`config.mk`:
```
export PLATFORM = sky130hd
export DESIGN_NAME = periodic_task_dispatcher
export DESIGN_NICKNAME = d
export VERILOG_FILES = /design/src/ptd_pkg.sv /design/src/periodic_task_dispatcher.sv /design/src/ptd_cell.sv
export SDC_FILE = /design/constraint.sdc
export NUM_CORES = 1
export LEC_CHECK = 0
export BUFFER_PORTS_ARGS = -buffer_cell sky130_fd_sc_hd__buf_2
export CAP_MARGIN = 10
export CORE_ASPECT_RATIO = 1.5
export CORE_MARGIN = 8
export CORE_UTILIZATION = 35
export CTS_CLUSTER_DIAMETER = 50
export DETAILED_ROUTE_END_ITERATION = 7
export PLACE_DENSITY = 0.54
export SLEW_MARGIN = 30
export SYNTH_ARGS = -nofsm -noshare
export SYNTH_HDL_FRONTEND = slang
export SYNTH_SLANG_ARGS = --single-unit
```
`constraint.sdc`:
```
create_clock -name clk -period 4.71 [get_ports clk]
set_clock_uncertainty 0.05 [all_clocks]
set_input_delay 0.471 -clock clk [delete_from_list [all_inputs] [get_ports clk]]
set_output_delay 0.471 -clock clk [all_outputs]
set_load 0.02 [all_outputs]
```
`src/ptd_pkg.sv`:
```
// Package: shared types, constants and codes of the periodic task dispatcher.
`timescale 1ns / 1ps
`default_nettype none
package ptd_pkg;

  localparam int MAX_TASKS = 8;
  localparam int IDX_W     = (MAX_TASKS > 1) ? $clog2(MAX_TASKS) : 1;
  localparam int CNT_W     = $clog2(MAX_TASKS + 1);
  localparam int SLOT_W    = 4;
  localparam int CMP_W     = ((CNT_W > SLOT_W) ? CNT_W : SLOT_W) + 1;
  localparam int PERIOD_W  = 32;

  typedef enum logic [1:0] {
    OP_TICK   = 2'd0,
    OP_CREATE = 2'd1,
    OP_DELETE = 2'd2
  } ptd_op_t;

  typedef enum logic [1:0] {
    KIND_DISPATCH = 2'd0,
    KIND_IDLE     = 2'd1,
    KIND_STATUS   = 2'd2
  } ptd_kind_t;

  typedef enum logic [1:0] {
    STAT_OK       = 2'd0,
    STAT_FULL     = 2'd1,
    STAT_BAD_SLOT = 2'd2
  } ptd_status_t;

  typedef enum logic [1:0] {
    ST_IDLE,
    ST_SCAN,
    ST_DRAIN
  } ptd_state_t;

  typedef struct packed {
    logic [1:0]          operation;
    logic [SLOT_W-1:0]   slot;
    logic [PERIOD_W-1:0] period;
    logic                one_shot;
  } ptd_in_t;

  typedef struct packed {
    logic [1:0] kind;
    logic [2:0] task_id;
    logic [1:0] status;
    logic       last;
  } ptd_out_t;

  // Command from the controller to one cell.
  typedef struct packed {
    logic                wr;
    logic                del;
    logic [PERIOD_W-1:0] period;
    logic                one_shot;
  } ptd_cmd_t;

  // Report from one cell to the controller.
  typedef struct packed {
    logic valid;
    logic hit;
    logic drop;
  } ptd_rsp_t;

endpackage
`default_nettype wire

```
`src/periodic_task_dispatcher.sv`:
```
// Top level: command decode, scan sequencer and result register of the dispatcher.
`timescale 1ns / 1ps
`default_nettype none
// Periodic task dispatcher.
// Input channel: a command beat (in_data) is taken at a rising edge where start
// is high and busy is low. Operation create or delete answers with one status
// beat, on out_valid/out_data in the cycle after the command was taken; busy
// stays low, so a command may follow in every cycle.
// Operation tick sends a scan token down the row of slot cells, one cell per
// cycle, slot 0 first. Each due task gives one dispatch beat in slot order.
// The dispatch found is held back one step so that the final one can carry
// last; a drain cycle after the row releases it, or an idle beat if no task
// was due. A tick therefore keeps busy high while the token walks through
// the cells and while the drain state lasts, and its beats appear after
// acceptance, up to the cycle after the drain. Operation code 3 is taken
// and dropped with no beat. Every result beat is shown for exactly one
// cycle; the receiver cannot stall, so no beat waits. Reset (rst_n low,
// synchronous) empties all slots, clears the task count and returns the
// sequencer to idle.
module periodic_task_dispatcher (
  input  wire               clk,
  input  wire               rst_n,
  input  wire               start,
  output logic              busy,
  input  ptd_pkg::ptd_in_t  in_data,
  output logic              out_valid,
  output ptd_pkg::ptd_out_t out_data
);
  import ptd_pkg::*;

  ptd_state_t           state_r, state_nxt;
  logic [IDX_W-1:0]     idx_r, idx_nxt;
  logic                 pend_r, pend_nxt;
  logic [IDX_W-1:0]     pend_id_r, pend_id_nxt;
  logic [CNT_W-1:0]     task_count_r, task_count_nxt;
  logic                 out_valid_r, out_valid_nxt;
  ptd_out_t             out_data_r, out_data_nxt;

  logic                 accept;
  logic                 tick_go;
  logic                 slot_bad;
  logic                 table_full;
  logic [IDX_W-1:0]     slot_idx;
  logic                 slot_used;
  logic                 do_wr;
  logic                 do_del;
  logic                 any_hit;
  logic                 any_drop;

  logic [MAX_TASKS-1:0] token;
  logic [MAX_TASKS-1:0] valid_vec;
  logic [MAX_TASKS-1:0] hit_vec;
  logic [MAX_TASKS-1:0] drop_vec;
  ptd_cmd_t             cmd   [MAX_TASKS];
  ptd_rsp_t             rsp   [MAX_TASKS];

  assign accept     = start && (state_r == ST_IDLE);
  assign slot_bad   = CMP_W'(in_data.slot) >= CMP_W'(MAX_TASKS);
  assign table_full = task_count_r >= CNT_W'(MAX_TASKS);
  assign slot_idx   = IDX_W'(in_data.slot);
  assign slot_used  = valid_vec[slot_idx];
  assign any_hit    = |hit_vec;
  assign any_drop   = |drop_vec;

  // Row of slot cells; the token enters at slot 0 and walks one cell a cycle.
  genvar g;
  generate
    for (g = 0; g < MAX_TASKS; g++) begin : g_cell
      logic tok_in;
      if (g == 0) begin : g_head
        assign tok_in = tick_go;
      end else begin : g_link
        assign tok_in = token[g-1];
      end

      assign cmd[g].wr       = do_wr && (slot_idx == IDX_W'(g));
      assign cmd[g].del      = do_del && (slot_idx == IDX_W'(g));
      assign cmd[g].period   = in_data.period;
      assign cmd[g].one_shot = in_data.one_shot;

      ptd_cell u_cell (
        .clk       (clk),
        .rst_n     (rst_n),
        .token_in  (tok_in),
        .token_out (token[g]),
        .cmd       (cmd[g]),
        .rsp       (rsp[g])
      );

      assign valid_vec[g] = rsp[g].valid;
      assign hit_vec[g]   = rsp[g].hit;
      assign drop_vec[g]  = rsp[g].drop;
    end
  endgenerate

  // Sequencer: decode commands, follow the token, hold back one dispatch.
  always_comb begin
    state_nxt      = state_r;
    idx_nxt        = idx_r;
    pend_nxt       = pend_r;
    pend_id_nxt    = pend_id_r;
    task_count_nxt = task_count_r;
    out_valid_nxt  = 1'b0;
    out_data_nxt   = out_data_r;
    tick_go        = 1'b0;
    do_wr          = 1'b0;
    do_del         = 1'b0;

    case (state_r)
      ST_IDLE: begin
        if (accept) begin
          case (in_data.operation)
            OP_TICK: begin
              tick_go   = 1'b1;
              idx_nxt   = '0;
              pend_nxt  = 1'b0;
              state_nxt = ST_SCAN;
            end
            OP_CREATE: begin
              out_valid_nxt        = 1'b1;
              out_data_nxt.kind    = KIND_STATUS;
              out_data_nxt.task_id = '0;
              out_data_nxt.last    = 1'b1;
              if (table_full) begin
                out_data_nxt.status = STAT_FULL;
              end else if (slot_bad) begin
                out_data_nxt.status = STAT_BAD_SLOT;
              end else begin
                out_data_nxt.status = STAT_OK;
                do_wr               = 1'b1;
                if (!slot_used) begin
                  task_count_nxt = task_count_r + 1'b1;
                end
              end
            end
            OP_DELETE: begin
              out_valid_nxt        = 1'b1;
              out_data_nxt.kind    = KIND_STATUS;
              out_data_nxt.task_id = '0;
              out_data_nxt.last    = 1'b1;
              if (slot_bad) begin
                out_data_nxt.status = STAT_BAD_SLOT;
              end else begin
                out_data_nxt.status = STAT_OK;
                do_del              = 1'b1;
                if (slot_used) begin
                  task_count_nxt = task_count_r - 1'b1;
                end
              end
            end
            default: begin
            end
          endcase
        end
      end
      ST_SCAN: begin
        // Release the held dispatch once a later one is found.
        if (any_hit) begin
          if (pend_r) begin
            out_valid_nxt        = 1'b1;
            out_data_nxt.kind    = KIND_DISPATCH;
            out_data_nxt.task_id = 3'(pend_id_r);
            out_data_nxt.status  = STAT_OK;
            out_data_nxt.last    = 1'b0;
          end
          pend_nxt    = 1'b1;
          pend_id_nxt = idx_r;
        end
        if (any_drop) begin
          task_count_nxt = task_count_r - 1'b1;
        end
        if (idx_r == IDX_W'(MAX_TASKS - 1)) begin
          state_nxt = ST_DRAIN;
        end else begin
          idx_nxt = idx_r + 1'b1;
        end
      end
      ST_DRAIN: begin
        out_valid_nxt       = 1'b1;
        out_data_nxt.status = STAT_OK;
        out_data_nxt.last   = 1'b1;
        if (pend_r) begin
          out_data_nxt.kind    = KIND_DISPATCH;
          out_data_nxt.task_id = 3'(pend_id_r);
        end else begin
          out_data_nxt.kind    = KIND_IDLE;
          out_data_nxt.task_id = '0;
        end
        pend_nxt  = 1'b0;
        state_nxt = ST_IDLE;
      end
      default: begin
        state_nxt = ST_IDLE;
      end
    endcase
  end

  always_ff @(posedge clk) begin
    if (!rst_n) begin
      state_r      <= ST_IDLE;
      idx_r        <= '0;
      pend_r       <= 1'b0;
      task_count_r <= '0;
      out_valid_r  <= 1'b0;
    end else begin
      state_r      <= state_nxt;
      idx_r        <= idx_nxt;
      pend_r       <= pend_nxt;
      task_count_r <= task_count_nxt;
      out_valid_r  <= out_valid_nxt;
    end
  end

  // Payload registers: hold without reset.
  always_ff @(posedge clk) begin
    pend_id_r  <= pend_id_nxt;
    out_data_r <= out_data_nxt;
  end

  assign busy      = (state_r != ST_IDLE);
  assign out_valid = out_valid_r;
  assign out_data  = out_data_r;

endmodule
`default_nettype wire

```
`src/ptd_cell.sv`:
```
// Task slot cell: holds one slot and passes the scan token to its neighbour.
`timescale 1ns / 1ps
`default_nettype none
module ptd_cell (
  input  wire               clk,
  input  wire               rst_n,
  input  wire               token_in,
  output logic              token_out,
  input  ptd_pkg::ptd_cmd_t cmd,
  output ptd_pkg::ptd_rsp_t rsp
);
  import ptd_pkg::*;

  logic                token_r, token_nxt;
  logic                valid_r, valid_nxt;
  logic                one_shot_r, one_shot_nxt;
  logic [PERIOD_W-1:0] period_r, period_nxt;
  logic [PERIOD_W-1:0] counter_r, counter_nxt;
  logic                due;
  logic                visit;

  assign due   = counter_r >= period_r;
  assign visit = token_r && valid_r;

  always_comb begin
    token_nxt    = token_in;
    valid_nxt    = valid_r;
    one_shot_nxt = one_shot_r;
    period_nxt   = period_r;
    counter_nxt  = counter_r;
    if (cmd.wr) begin
      valid_nxt    = 1'b1;
      one_shot_nxt = cmd.one_shot;
      period_nxt   = cmd.period;
      counter_nxt  = '0;
    end else if (cmd.del) begin
      valid_nxt = 1'b0;
    end else if (visit) begin
      if (due) begin
        counter_nxt = '0;
        if (one_shot_r) begin
          valid_nxt = 1'b0;
        end
      end else begin
        counter_nxt = counter_r + 1'b1;
      end
    end
  end

  always_ff @(posedge clk) begin
    if (!rst_n) begin
      token_r <= 1'b0;
      valid_r <= 1'b0;
    end else begin
      token_r <= token_nxt;
      valid_r <= valid_nxt;
    end
  end

  always_ff @(posedge clk) begin
    one_shot_r <= one_shot_nxt;
    period_r   <= period_nxt;
    counter_r  <= counter_nxt;
  end

  assign token_out = token_r;
  assign rsp.valid = valid_r;
  assign rsp.hit   = visit && due;
  assign rsp.drop  = visit && due && one_shot_r;

endmodule
`default_nettype wire
```
==> results.json, run 1 <==
{
  "vias": 19169,
  "drt-total-wl_mm": 69.6,
  "fmax_mhz": 264,
  "fp.dieW_um": 244,
  "ios": 52,
  "worst_slack_ps": 923,
  "power_mw": 10.4,
  "ys_warn_count": 0,
  "die_area_um2": 87400,
  "drc": 0,
  "maxCapViolations": 0,
  "min_from": "in_data[0]",
  "maxSlewViolCount": 0,
  "wl_per_cell_um": 18.2,
  "ys_seq_area_frac": 0.510,
  "antenna_found_initial": 8,
  "postCtsSetupBuffers": 0,
  "end_kind": "register",
  "core-area_um2": 77400,
  "synthSimpleGateAreaFrac": 0.170,
  "std_cell_rows": 125,
  "synth_xor_area_frac": 0.0719,
  "cts_max_path_buffers": 3,
  "rsz0062_at_grt": "no",
  "post_dp_cell_area_um2": 29000,
  "final_nets": 3071,
  "clk_latency_ps": 630,
  "syn_area_per_cell_um2": 10.3,
  "finalCritPeriodShare": 0.804,
  "power.density_nw_per_um2": 335,
  "synth_top_family_by_area": "simple AND/OR/NAND/NOR gates",
  "outcome": "finished clean",
  "viasPerCell": 5.01,
  "place_worst_setup_slack_ps": 813,
  "ctsRootBufferMaster": "clkbuf_16",
  "r2r_slack_ps": 920,
  "grt_pass1_vias": 19683,
  "clk_pin_slew_worst_paths_ps": 70,
  "synth_edf_count": 275,
  "hold_depth": 1,
  "ys_seq_elements": 558,
  "place_hpwl_mm": 48.8,
  "r2r-start": "g_cell[7].u_cell.period_r[15]$_DFFE_PP_",
  "initial_core_util": 0.353,
  "hold_path_end": "g_cell[2].u_cell.one_shot_r$_DFFE_PP_",
  "required_ps": 4920,
  "tritoncts": "built",
  "async_flop_share": 0,
  "grt_pass1_wl_mm": 108,
  "netlist_instances": 2655,
  "dr.pass1.iters": 5,
  "grt_overflow": 0,
  "ys_types": 78,
  "fillers": 7465,
  "syn_nets": 2973,
  "post_cts_resized": 0,
  "ctsHoldBuffers": 0,
  "slew_headroom": 0.457,
  "cts_max_level": 2,
  "finalHoldViolations": 0,
  "setup_viol": 0,
  "ir_worst_vdd_mv": 0.359,
  "cp.arrival_ps": 4000,
  "startpoint": "g_cell[7].u_cell.period_r[15]$_DFFE_PP_",
  "rr_worst_depth": 11,
  "min_path_type": "input port to register",
  "finalCriticalPeriod_ps": 3790,
  "worstSetupPathType": "register to register",
  "grt.total_usage": 0.158,
  "drive_gt1_frac": 0.0799,
  "syn_area_um2": 27300,
  "fin_setup_tns_ps": 0,
  "postRouteAntennaNets": 0,
  "yosys-mux-area-fraction": 0.00385,
  "portBuffers": 51,
  "syn2layout_area_growth_pct": 13.7,
  "synth_compound_area_frac": 0.0717,
  "dr.first_iter.drc_count": 1077,
  "max_slew.worst_pin.slew_ps": 814,
  "cts.sinks": 558,
  "die_h_um": 358,
  "fin_area_um2": 31000,
  "regToRegEndpoint": "out_data[4]$_DFFE_PP_",
  "gp_congestion": 0.858,
  "cellLeakagePower_nw": 13.1,
  "cp_max_fo": 8,
  "synthAdderAreaFrac": 0.127,
  "synth-main-ff-cell": "dfxtp_1",
  "startpoint_type": "register",
  "grt_max_degree": 37,
  "cts-buffers-inserted": 57
}
-- registers in the layout, indices dropped and copies added, names as in the netlist --
name,flops
idx_r,3
g_cell.u_cell.one_shot_r,8
g_cell.u_cell.period_r,256
out_valid,1
state_r,2
g_cell.u_cell.valid_r,8
pend_id_r,3
g_cell.u_cell.counter_r,256
g_cell.u_cell.token_out,8
task_count_r,4
pend_r,1
out_data,8
-- final cells by class --
type / count / area, um^2 / share of cell area
Multi-Input combinational cell: 1766 / 12200 / 0.394
Clock inverter: 40 / 449 / 0.0145
Timing Repair Buffer: 73 / 480 / 0.0155
Sequential cell: 558 / 13900 / 0.449
Clock buffer: 68 / 1560 / 0.0503
Inverter: 297 / 1110 / 0.0359
Tap cell: 1016 / 1270 / 0.0410
Antenna cell: 9 / 22.5 / 0.000726
-- cell usage after synthesis (5+ instances only) --
master	instances	area, um^2
a221o_1	5	50.1
and2_1	18	113
a21oi_1	141	706
xor2_1	149	1310
ha_1	276	3450
a21o_1	14	105
or3_1	25	156
and4_1	27	236
xnor2_1	75	657
o211ai_1	5	37.5
edfxtp_1	275	8260
nor3b_1	5	37.5
nand4_1	79	494
nor2_1	330	1240
nor3_2	6	60.1
a221oi_1	7	61.3
nor4_1	9	56.3
mux2i_1	6	60.1
a211oi_1	6	45.0
nor4_2	5	62.6
a31oi_1	11	68.8
nor2b_1	10	62.6
nand2_1	204	766
nand3_1	122	611
o21bai_1	5	37.5
o21ai_0	64	320
nor3_1	23	115
and3_1	45	282
dfxtp_1	283	5670
o22ai_1	8	50.1
inv_1	296	1110
clkbuf_1	29	109
nand2b_1	17	106
a2111o_1	5	56.3
-- routing by layer --
metal | wire length, um | vias to the layer above | GRT usage
met5 | 13 | - | 0
met4 | 2260 | 2 | 0.0553
met3 | 2480 | 114 | 0.0189
met2 | 35800 | 305 | 0.295
met1 | 29100 | 9302 | 0.183
li1 | - | 9446 | -
-- placed cells by master (no fill, tap or decap), drive strengths merged, types with 5 or more instances in the layout --
| cell type | instances |
|---|---|
| ha | 276 |
| nor3b | 5 |
| a2111oi | 6 |
| clkinv | 18 |
| xor2 | 149 |
| diode | 9 |
| and3 | 45 |
| a31oi | 15 |
| edfxtp | 275 |
| o22ai | 8 |
| dfxtp | 283 |
| o211ai | 5 |
| mux2i | 6 |
| nor4 | 14 |
| bufinv | 8 |
| and4 | 27 |
| nor2b | 10 |
| clkinvlp | 7 |
| nor2 | 332 |
| or2 | 5 |
| nand2b | 18 |
| a221o | 5 |
| a2111o | 5 |
| xnor2 | 75 |
| clkbuf | 68 |
| a221oi | 7 |
| nand4 | 81 |
| a21oi | 142 |
| o21bai | 5 |
| o21ai | 66 |
| and2 | 20 |
| or3 | 26 |
| nand3 | 123 |
| inv | 304 |
| nand2 | 204 |
| buf | 73 |
| a21o | 14 |
| a211oi | 6 |
| nor3 | 29 |
-- worst max-delay path: stages (launching register included) --
cell	delay, ps
edfxtp_1	330
inv_1	40
ha_1	300
nand4_1	170
a211oi_1	220
a32oi_1	180
a2111oi_2	730
nor2_1	200
o22ai_1	260
nor4_1	100
o21a_1	230
o21ai_1	610
-- kinds of logic (layout without fill, tap and decap cells) --
family | after synthesis | count (layout)
other cells | 0 | 9
mux | 8 | 8
fa+ha+maj | 276 | 276
xor+xnor | 224 | 224
compound gates | 309 | 309
flops | 558 | 558
buf+inv | 331 | 478
simple gates | 949 | 949
-- per-stage QoR --
stage	instances	hold slack [ps]	util
after floorplan	2655	380	-
after global routing	3819	137	0.401
final	3827	174	0.401
after detailed placement	3708	418	0.374
after CTS	3816	114	0.400
after global placement	3707	401	0.374
-- worst max-delay path by stage --
stage,cells after the start,end,slack [ps]
2_1_floorplan,10,g_cell[4].u_cell.counter_r[10]$_SDFFE_PP0P_,220
5_1_grt,11,out_data[4]$_DFFE_PP_,670
3_3_place_gp,10,out_data[4]$_DFFE_PP_,650
6_report,11,out_data[4]$_DFFE_PP_,920
3_5_place_dp,11,out_data[4]$_DFFE_PP_,810
4_1_cts,11,out_data[4]$_DFFE_PP_,810
-- where the power goes --
part           leakage, nW  switching [mW]  internal [mW]
Combinational         7.39           0.284          0.103
Clock                0.970            2.03           2.82
Sequential            4.76          0.0314           5.14
Total                 13.1            2.34           8.06
Note: power is estimated with default switching activity, not from simulation.
==> run 2: changes to the inputs <==
PLACE_DENSITY = 0.53   (was 0.54)
clock period = 3.8 ns   (was 4.71 ns; I/O delays follow)
==> run 2 against run 1 <==
Compared with the run above:
- die area did not move
- combinational power rose by 20%
- register-to-register slack got worse by 660 ps
- count of clock-buffer cells in the layout fell by 2
- global-route usage rose by 0.47 points
- routed wire length rose by 2.6%
- fmax rose by 7.1%
- worst hold slack got worse by 130 ps
- worst setup slack got worse by 660 ps
- sequential share of layout area fell by 0.29 points
- critical path type unchanged
- largest power group unchanged
==> results.json, run 2 (same netlist as run 1, synthesis figures left out) <==
{
  "outcome": "finished clean",
  "drive_gt1_frac": 0.0917,
  "end_kind": "register",
  "multi_input_area_um2": 12200,
  "finalHoldViolations": 0,
  "clk_pin_slew_worst_paths_ps": 60,
  "die_h_um": 358,
  "grt_overflow": 0,
  "final_nets": 3106,
  "postRouteAntennaNets": 0,
  "grt.total_usage": 0.162,
  "final_common_cell": "nor2_1",
  "fmax_mhz": 283,
  "dr.pass1.iters": 5,
  "combPwrFrac": 0.036,
  "internal_power_mw": 9.93,
  "ir_worst_vdd_mv": 0.375,
  "num_antenna_cells": 0,
  "register_area_um2": 13900,
  "min_from": "start",
  "grt_max_degree": 36,
  "pwr-share-seq": 0.500,
  "antenna_found_initial": 16,
  "drt-total-wl_mm": 71.4,
  "maxCapViolations": 0,
  "cts-buffers-inserted": 56,
  "place_hpwl_mm": 51.9,
  "core-area_um2": 77400,
  "drc": 0,
  "cts_max_path_buffers": 3,
  "dr.first_iter.drc_count": 1070,
  "viasPerCell": 5.03,
  "finalCriticalPeriod_ps": 3540,
  "initial_core_util": 0.353,
  "final_cell_count_no_fill": 3851,
  "cp.arrival_ps": 3870,
  "cp_max_fo": 3,
  "clk_latency_ps": 650,
  "final_cell_mix": "323 x nor2_1, 296 x inv_1, 283 x dfxtp_1, 276 x ha_1, 275 x edfxtp_1",
  "startpoint_type": "register",
  "regToRegEndpoint": "pend_id_r[0]$_DFFE_PP_",
  "hold_depth": 3,
  "fillers": 7509,
  "fp.dieW_um": 244,
  "switching_share": 0.226,
  "max_slew.worst_pin.slew_ps": 806,
  "p_sw_mw": 2.89,
  "grt_pass1_vias": 20047,
  "tritoncts": "built",
  "rsz0062_at_grt": "no",
  "ctsHoldBuffers": 0,
  "setup_viol": 0,
  "wl_per_cell_um": 18.5,
  "maxSlewViolCount": 0,
  "hold_path_end": "g_cell[0].u_cell.token_out$_SDFF_PN0_",
  "min_path_type": "input port to register",
  "die_area_um2": 87400,
  "rr_worst_depth": 13,
  "reg_top3": "g_cell.u_cell.counter_r: 256 flops, g_cell.u_cell.period_r: 256 flops",
  "r2r_slack_ps": 260,
  "fin_area_um2": 31200,
  "portBuffers": 51,
  "cellLeakagePower_nw": 13.3,
  "r2r-start": "g_cell[0].u_cell.counter_r[0]$_SDFFE_PP0P_",
  "std_cell_rows": 125,
  "postCtsSetupBuffers": 0,
  "ctsRootBufferMaster": "clkbuf_16",
  "vias": 19388,
  "cts_max_level": 2,
  "pwr-share-clk": 0.464,
  "power_mw": 12.8,
  "grt_pass1_wl_mm": 111,
  "ios": 52,
  "gp_congestion": 0.851,
  "post_dp_cell_area_um2": 29300,
  "cts.sinks": 558,
  "slew_headroom": 0.461,
  "required_ps": 4130,
  "holdWs_ps": 39.4,
  "power.density_nw_per_um2": 410,
  "syn2layout_area_growth_pct": 14.5,
  "fin_setup_tns_ps": 0,
  "dp_cells": 3746,
  "finalCritPeriodShare": 0.931,
  "worstSetupPathType": "register to register"
}
-- run 2: cell count changes in the layout (fill, tap and decap cells not counted), sizes merged --
cell,before,now
diode,9,0
inv,304,301
clkinv,18,16
bufinv,8,9
clkbuf,68,66
clkinvlp,7,10
buf,73,109
-- run 2: repair_timing --
item / in CTS / in global routing
endpoints found under the setup margin: 8 / 11
gates resized for setup: 1 / 2
pin swaps: 0 / 0
-- run 2: power groups by stage --
stage	Sequential [mW]	Combinational (mW)	Clock, mW
floorplan	6.55	0.224	0
global placement	6.53	0.462	0
detailed placement	6.54	0.474	0
CTS	6.40	0.477	6.11
global route	6.41	0.510	6.33
finish	6.40	0.465	5.95
-- run 2: layout make-up --
| type | count | area share |
|---|---|---|
| Sequential cell | 558 | 0.446 |
| Multi-Input combinational cell | 1766 | 0.392 |
| Clock buffer | 66 | 0.0477 |
| Tap cell | 1016 | 0.0407 |
| Inverter | 297 | 0.0357 |
| Timing Repair Buffer | 109 | 0.0233 |
| Clock inverter | 39 | 0.0152 |
-- run 2: worst max-delay path: stages, from the launching register on --
cell	delay [ps]
dfxtp_1	370
inv_1	80
ha_1	290
nand2b_4	150
a2111oi_4	320
a2111oi_0	130
or4_4	500
a31oi_4	330
o22ai_1	170
nor4_1	310
buf_4	160
o21a_1	190
buf_4	150
nor2b_1	70
-- run 2: metal layers --
| metal | vias to the layer above | global-route usage | part of all wire |
|---|---|---|---|
| met3 | 150 | 0.0223 | 0.037 |
| met1 | 9346 | 0.165 | 0.37 |
| met2 | 395 | 0.323 | 0.55 |
| li1 | 9495 | - | - |
| met5 | - | 0 | 0.00011 |
| met4 | 2 | 0.0729 | 0.048 |
-- run 2: worst max path at each step --
stage / start / end / cells after the start
after CTS: g_cell[7].u_cell.period_r[15]$_DFFE_PP_ / out_data[5]$_DFFE_PP_ / 13
after global routing: state_r[0]$_SDFFE_PN0P_ / g_cell[5].u_cell.counter_r[30]$_SDFFE_PP0P_ / 10
after detailed placement: g_cell[7].u_cell.period_r[15]$_DFFE_PP_ / out_data[5]$_DFFE_PP_ / 13
final: g_cell[0].u_cell.counter_r[0]$_SDFFE_PP0P_ / pend_id_r[0]$_DFFE_PP_ / 13
after global placement: g_cell[7].u_cell.period_r[15]$_DFFE_PP_ / out_data[5]$_DFFE_PP_ / 13
after floorplan: state_r[0]$_SDFFE_PN0P_ / g_cell[4].u_cell.counter_r[10]$_SDFFE_PP0P_ / 10
-- run 2: metrics by stage --
step	utilization	worst slack [ps]
after floorplan	-	425
after global placement	0.378	-77.7
after detailed placement	0.378	-120
after CTS	0.403	38.8
after global routing	0.403	65.4
final	0.403	263
==> run 3: changes to the inputs <==
CTS_CLUSTER_DIAMETER = 150   (was 50)
CTS_CLUSTER_SIZE = 16   (was not set)
clock period = 4.6 ns   (was 3.8 ns; I/O delays follow)
==> run 3 against run 2 <==
Compared with the run above:
- register-to-register slack gained 650 ps
- final cell count shrank 1.6%
- non-clock buffer count shrank 37
- clock power shrank 42%
- worst hold slack gained 150 ps
- largest power group unchanged
- highest routed layer is now met4
==> results.json, run 3 (same netlist as run 1, synthesis figures left out) <==
{
  "final_nets": 3053,
  "grt_pass1_vias": 19133,
  "max_slew.worst_pin.slew_ps": 777,
  "cp.arrival_ps": 3900,
  "grt_pass1_wl_mm": 108,
  "maxCapViolations": 0,
  "fmax_mhz": 271,
  "viasPerCell": 4.98,
  "cts_max_level": 2,
  "cts_max_path_buffers": 3,
  "end_kind": "register",
  "grt_max_degree": 37,
  "power.density_nw_per_um2": 304,
  "rr_worst_depth": 11,
  "postCtsSetupBuffers": 0,
  "place_hpwl_mm": 48.9,
  "final_common_cell": "nor2_1",
  "drt-total-wl_mm": 69.7,
  "reg_top3": "g_cell.u_cell.counter_r: 256 flops, g_cell.u_cell.period_r: 256 flops",
  "ctsHoldBuffers": 0,
  "min_path_type": "input port to register",
  "finalCriticalPeriod_ps": 3680,
  "grt.total_usage": 0.159,
  "setup_viol": 0,
  "ir_worst_vdd_mv": 0.322,
  "finalHoldViolations": 0,
  "initial_core_util": 0.353,
  "post_cts_resized": 0,
  "drc": 0,
  "cts-buffers-inserted": 40,
  "fp.dieW_um": 244,
  "rsz0062_at_grt": "no",
  "vias": 18853,
  "syn2layout_area_growth_pct": 10.5,
  "r2r_slack_ps": 920,
  "gp_congestion": 0.826,
  "dr.first_iter.drc_count": 920,
  "final_cell_count_no_fill": 3789,
  "tritoncts": "built",
  "dr.pass1.iters": 5,
  "std_cell_rows": 125,
  "required_ps": 4820,
  "postRouteAntennaNets": 0,
  "cellLeakagePower_nw": 12.7,
  "dp_cells": 3709,
  "outcome": "finished clean",
  "die_area_um2": 87400,
  "worstSetupPathType": "register to register",
  "ctsRootBufferMaster": "clkbuf_16",
  "die_h_um": 358,
  "startpoint_type": "register",
  "maxSlewViolCount": 0,
  "slew_headroom": 0.478,
  "finalCritPeriodShare": 0.801,
  "antenna_found_initial": 13,
  "cp_max_fo": 8,
  "wl_per_cell_um": 18.4,
  "grt_overflow": 0,
  "ios": 52,
  "clk_pin_slew_worst_paths_ps": 80,
  "core-area_um2": 77400,
  "fin_setup_tns_ps": 0,
  "hold_depth": 1,
  "clk_latency_ps": 600,
  "final_cell_mix": "324 x nor2_1, 296 x inv_1, 283 x dfxtp_1, 276 x ha_1, 275 x edfxtp_1",
  "cts.sinks": 558,
  "portBuffers": 51,
  "drive_gt1_frac": 0.0618
}
==> run 3: path summary, 6_finish.rpt <==
kind,endpoint,start
worst max-delay path,out_data[4]$_DFFE_PP_,g_cell[5].u_cell.period_r[17]$_DFFE_PP_
worst min-delay path,g_cell[3].u_cell.one_shot_r$_DFFE_PP_,in_data[0]
worst max register to register,out_data[4]$_DFFE_PP_,g_cell[5].u_cell.period_r[17]$_DFFE_PP_
worst min register to register,pend_id_r[1]$_DFFE_PP_,idx_r[1]$_SDFFE_PN0P_
==> run 3: layout make-up <==
class / count / area (um^2)
multi-input cells: 1766 / 12200
well taps: 1016 / 1270
flip-flops and latches: 558 / 13900
clock inverters: 2 / 17.5
inverters: 297 / 1110
repair buffers: 72 / 433
fillers: 7554 / 47300
clock buffers: 70 / 1140
diodes: 8 / 20.0
==> run 3: routing by layer <==
layer / up-vias / part of all wire / wire, um / GRT usage
li1: 9388 / - / - / -
met2: 294 / 0.52 / 36100 / 0.299
met3: 114 / 0.034 / 2400 / 0.0200
met4: 0 / 0.048 / 3360 / 0.0717
met1: 9057 / 0.40 / 27800 / 0.178
met5: - / 0 / 0 / 0
==> run 3: worst max-delay path, cell delays in order, from the launching register on <==
cell      delay (ps)
edfxtp_1         370
inv_1             60
ha_1             230
a21oi_1          160
o21ai_0          160
a221o_1          300
or3_1            320
a31oi_1          530
o21ai_0          190
nor4_1           310
o21a_1           370
o21ai_1          300
==> run 3: metrics by stage <==
stage	util	power (mW)	hold slack [ps]	setup slack, ps	area, um^2
2_1_floorplan	-	5.59	380	109	27300
6_report	0.389	9.16	185	916	30100
4_1_cts	0.389	9.30	135	834	30100
5_1_grt	0.389	9.49	152	613	30100
3_3_place_gp	0.374	5.79	401	719	28900
3_5_place_dp	0.374	5.81	425	856	29000
==> run 3: report_power, final <==
group	total, mW	internal [mW]	switching (mW)
clock network	3.47	1.70	1.78
logic	0.399	0.105	0.293
registers	5.29	5.25	0.0327
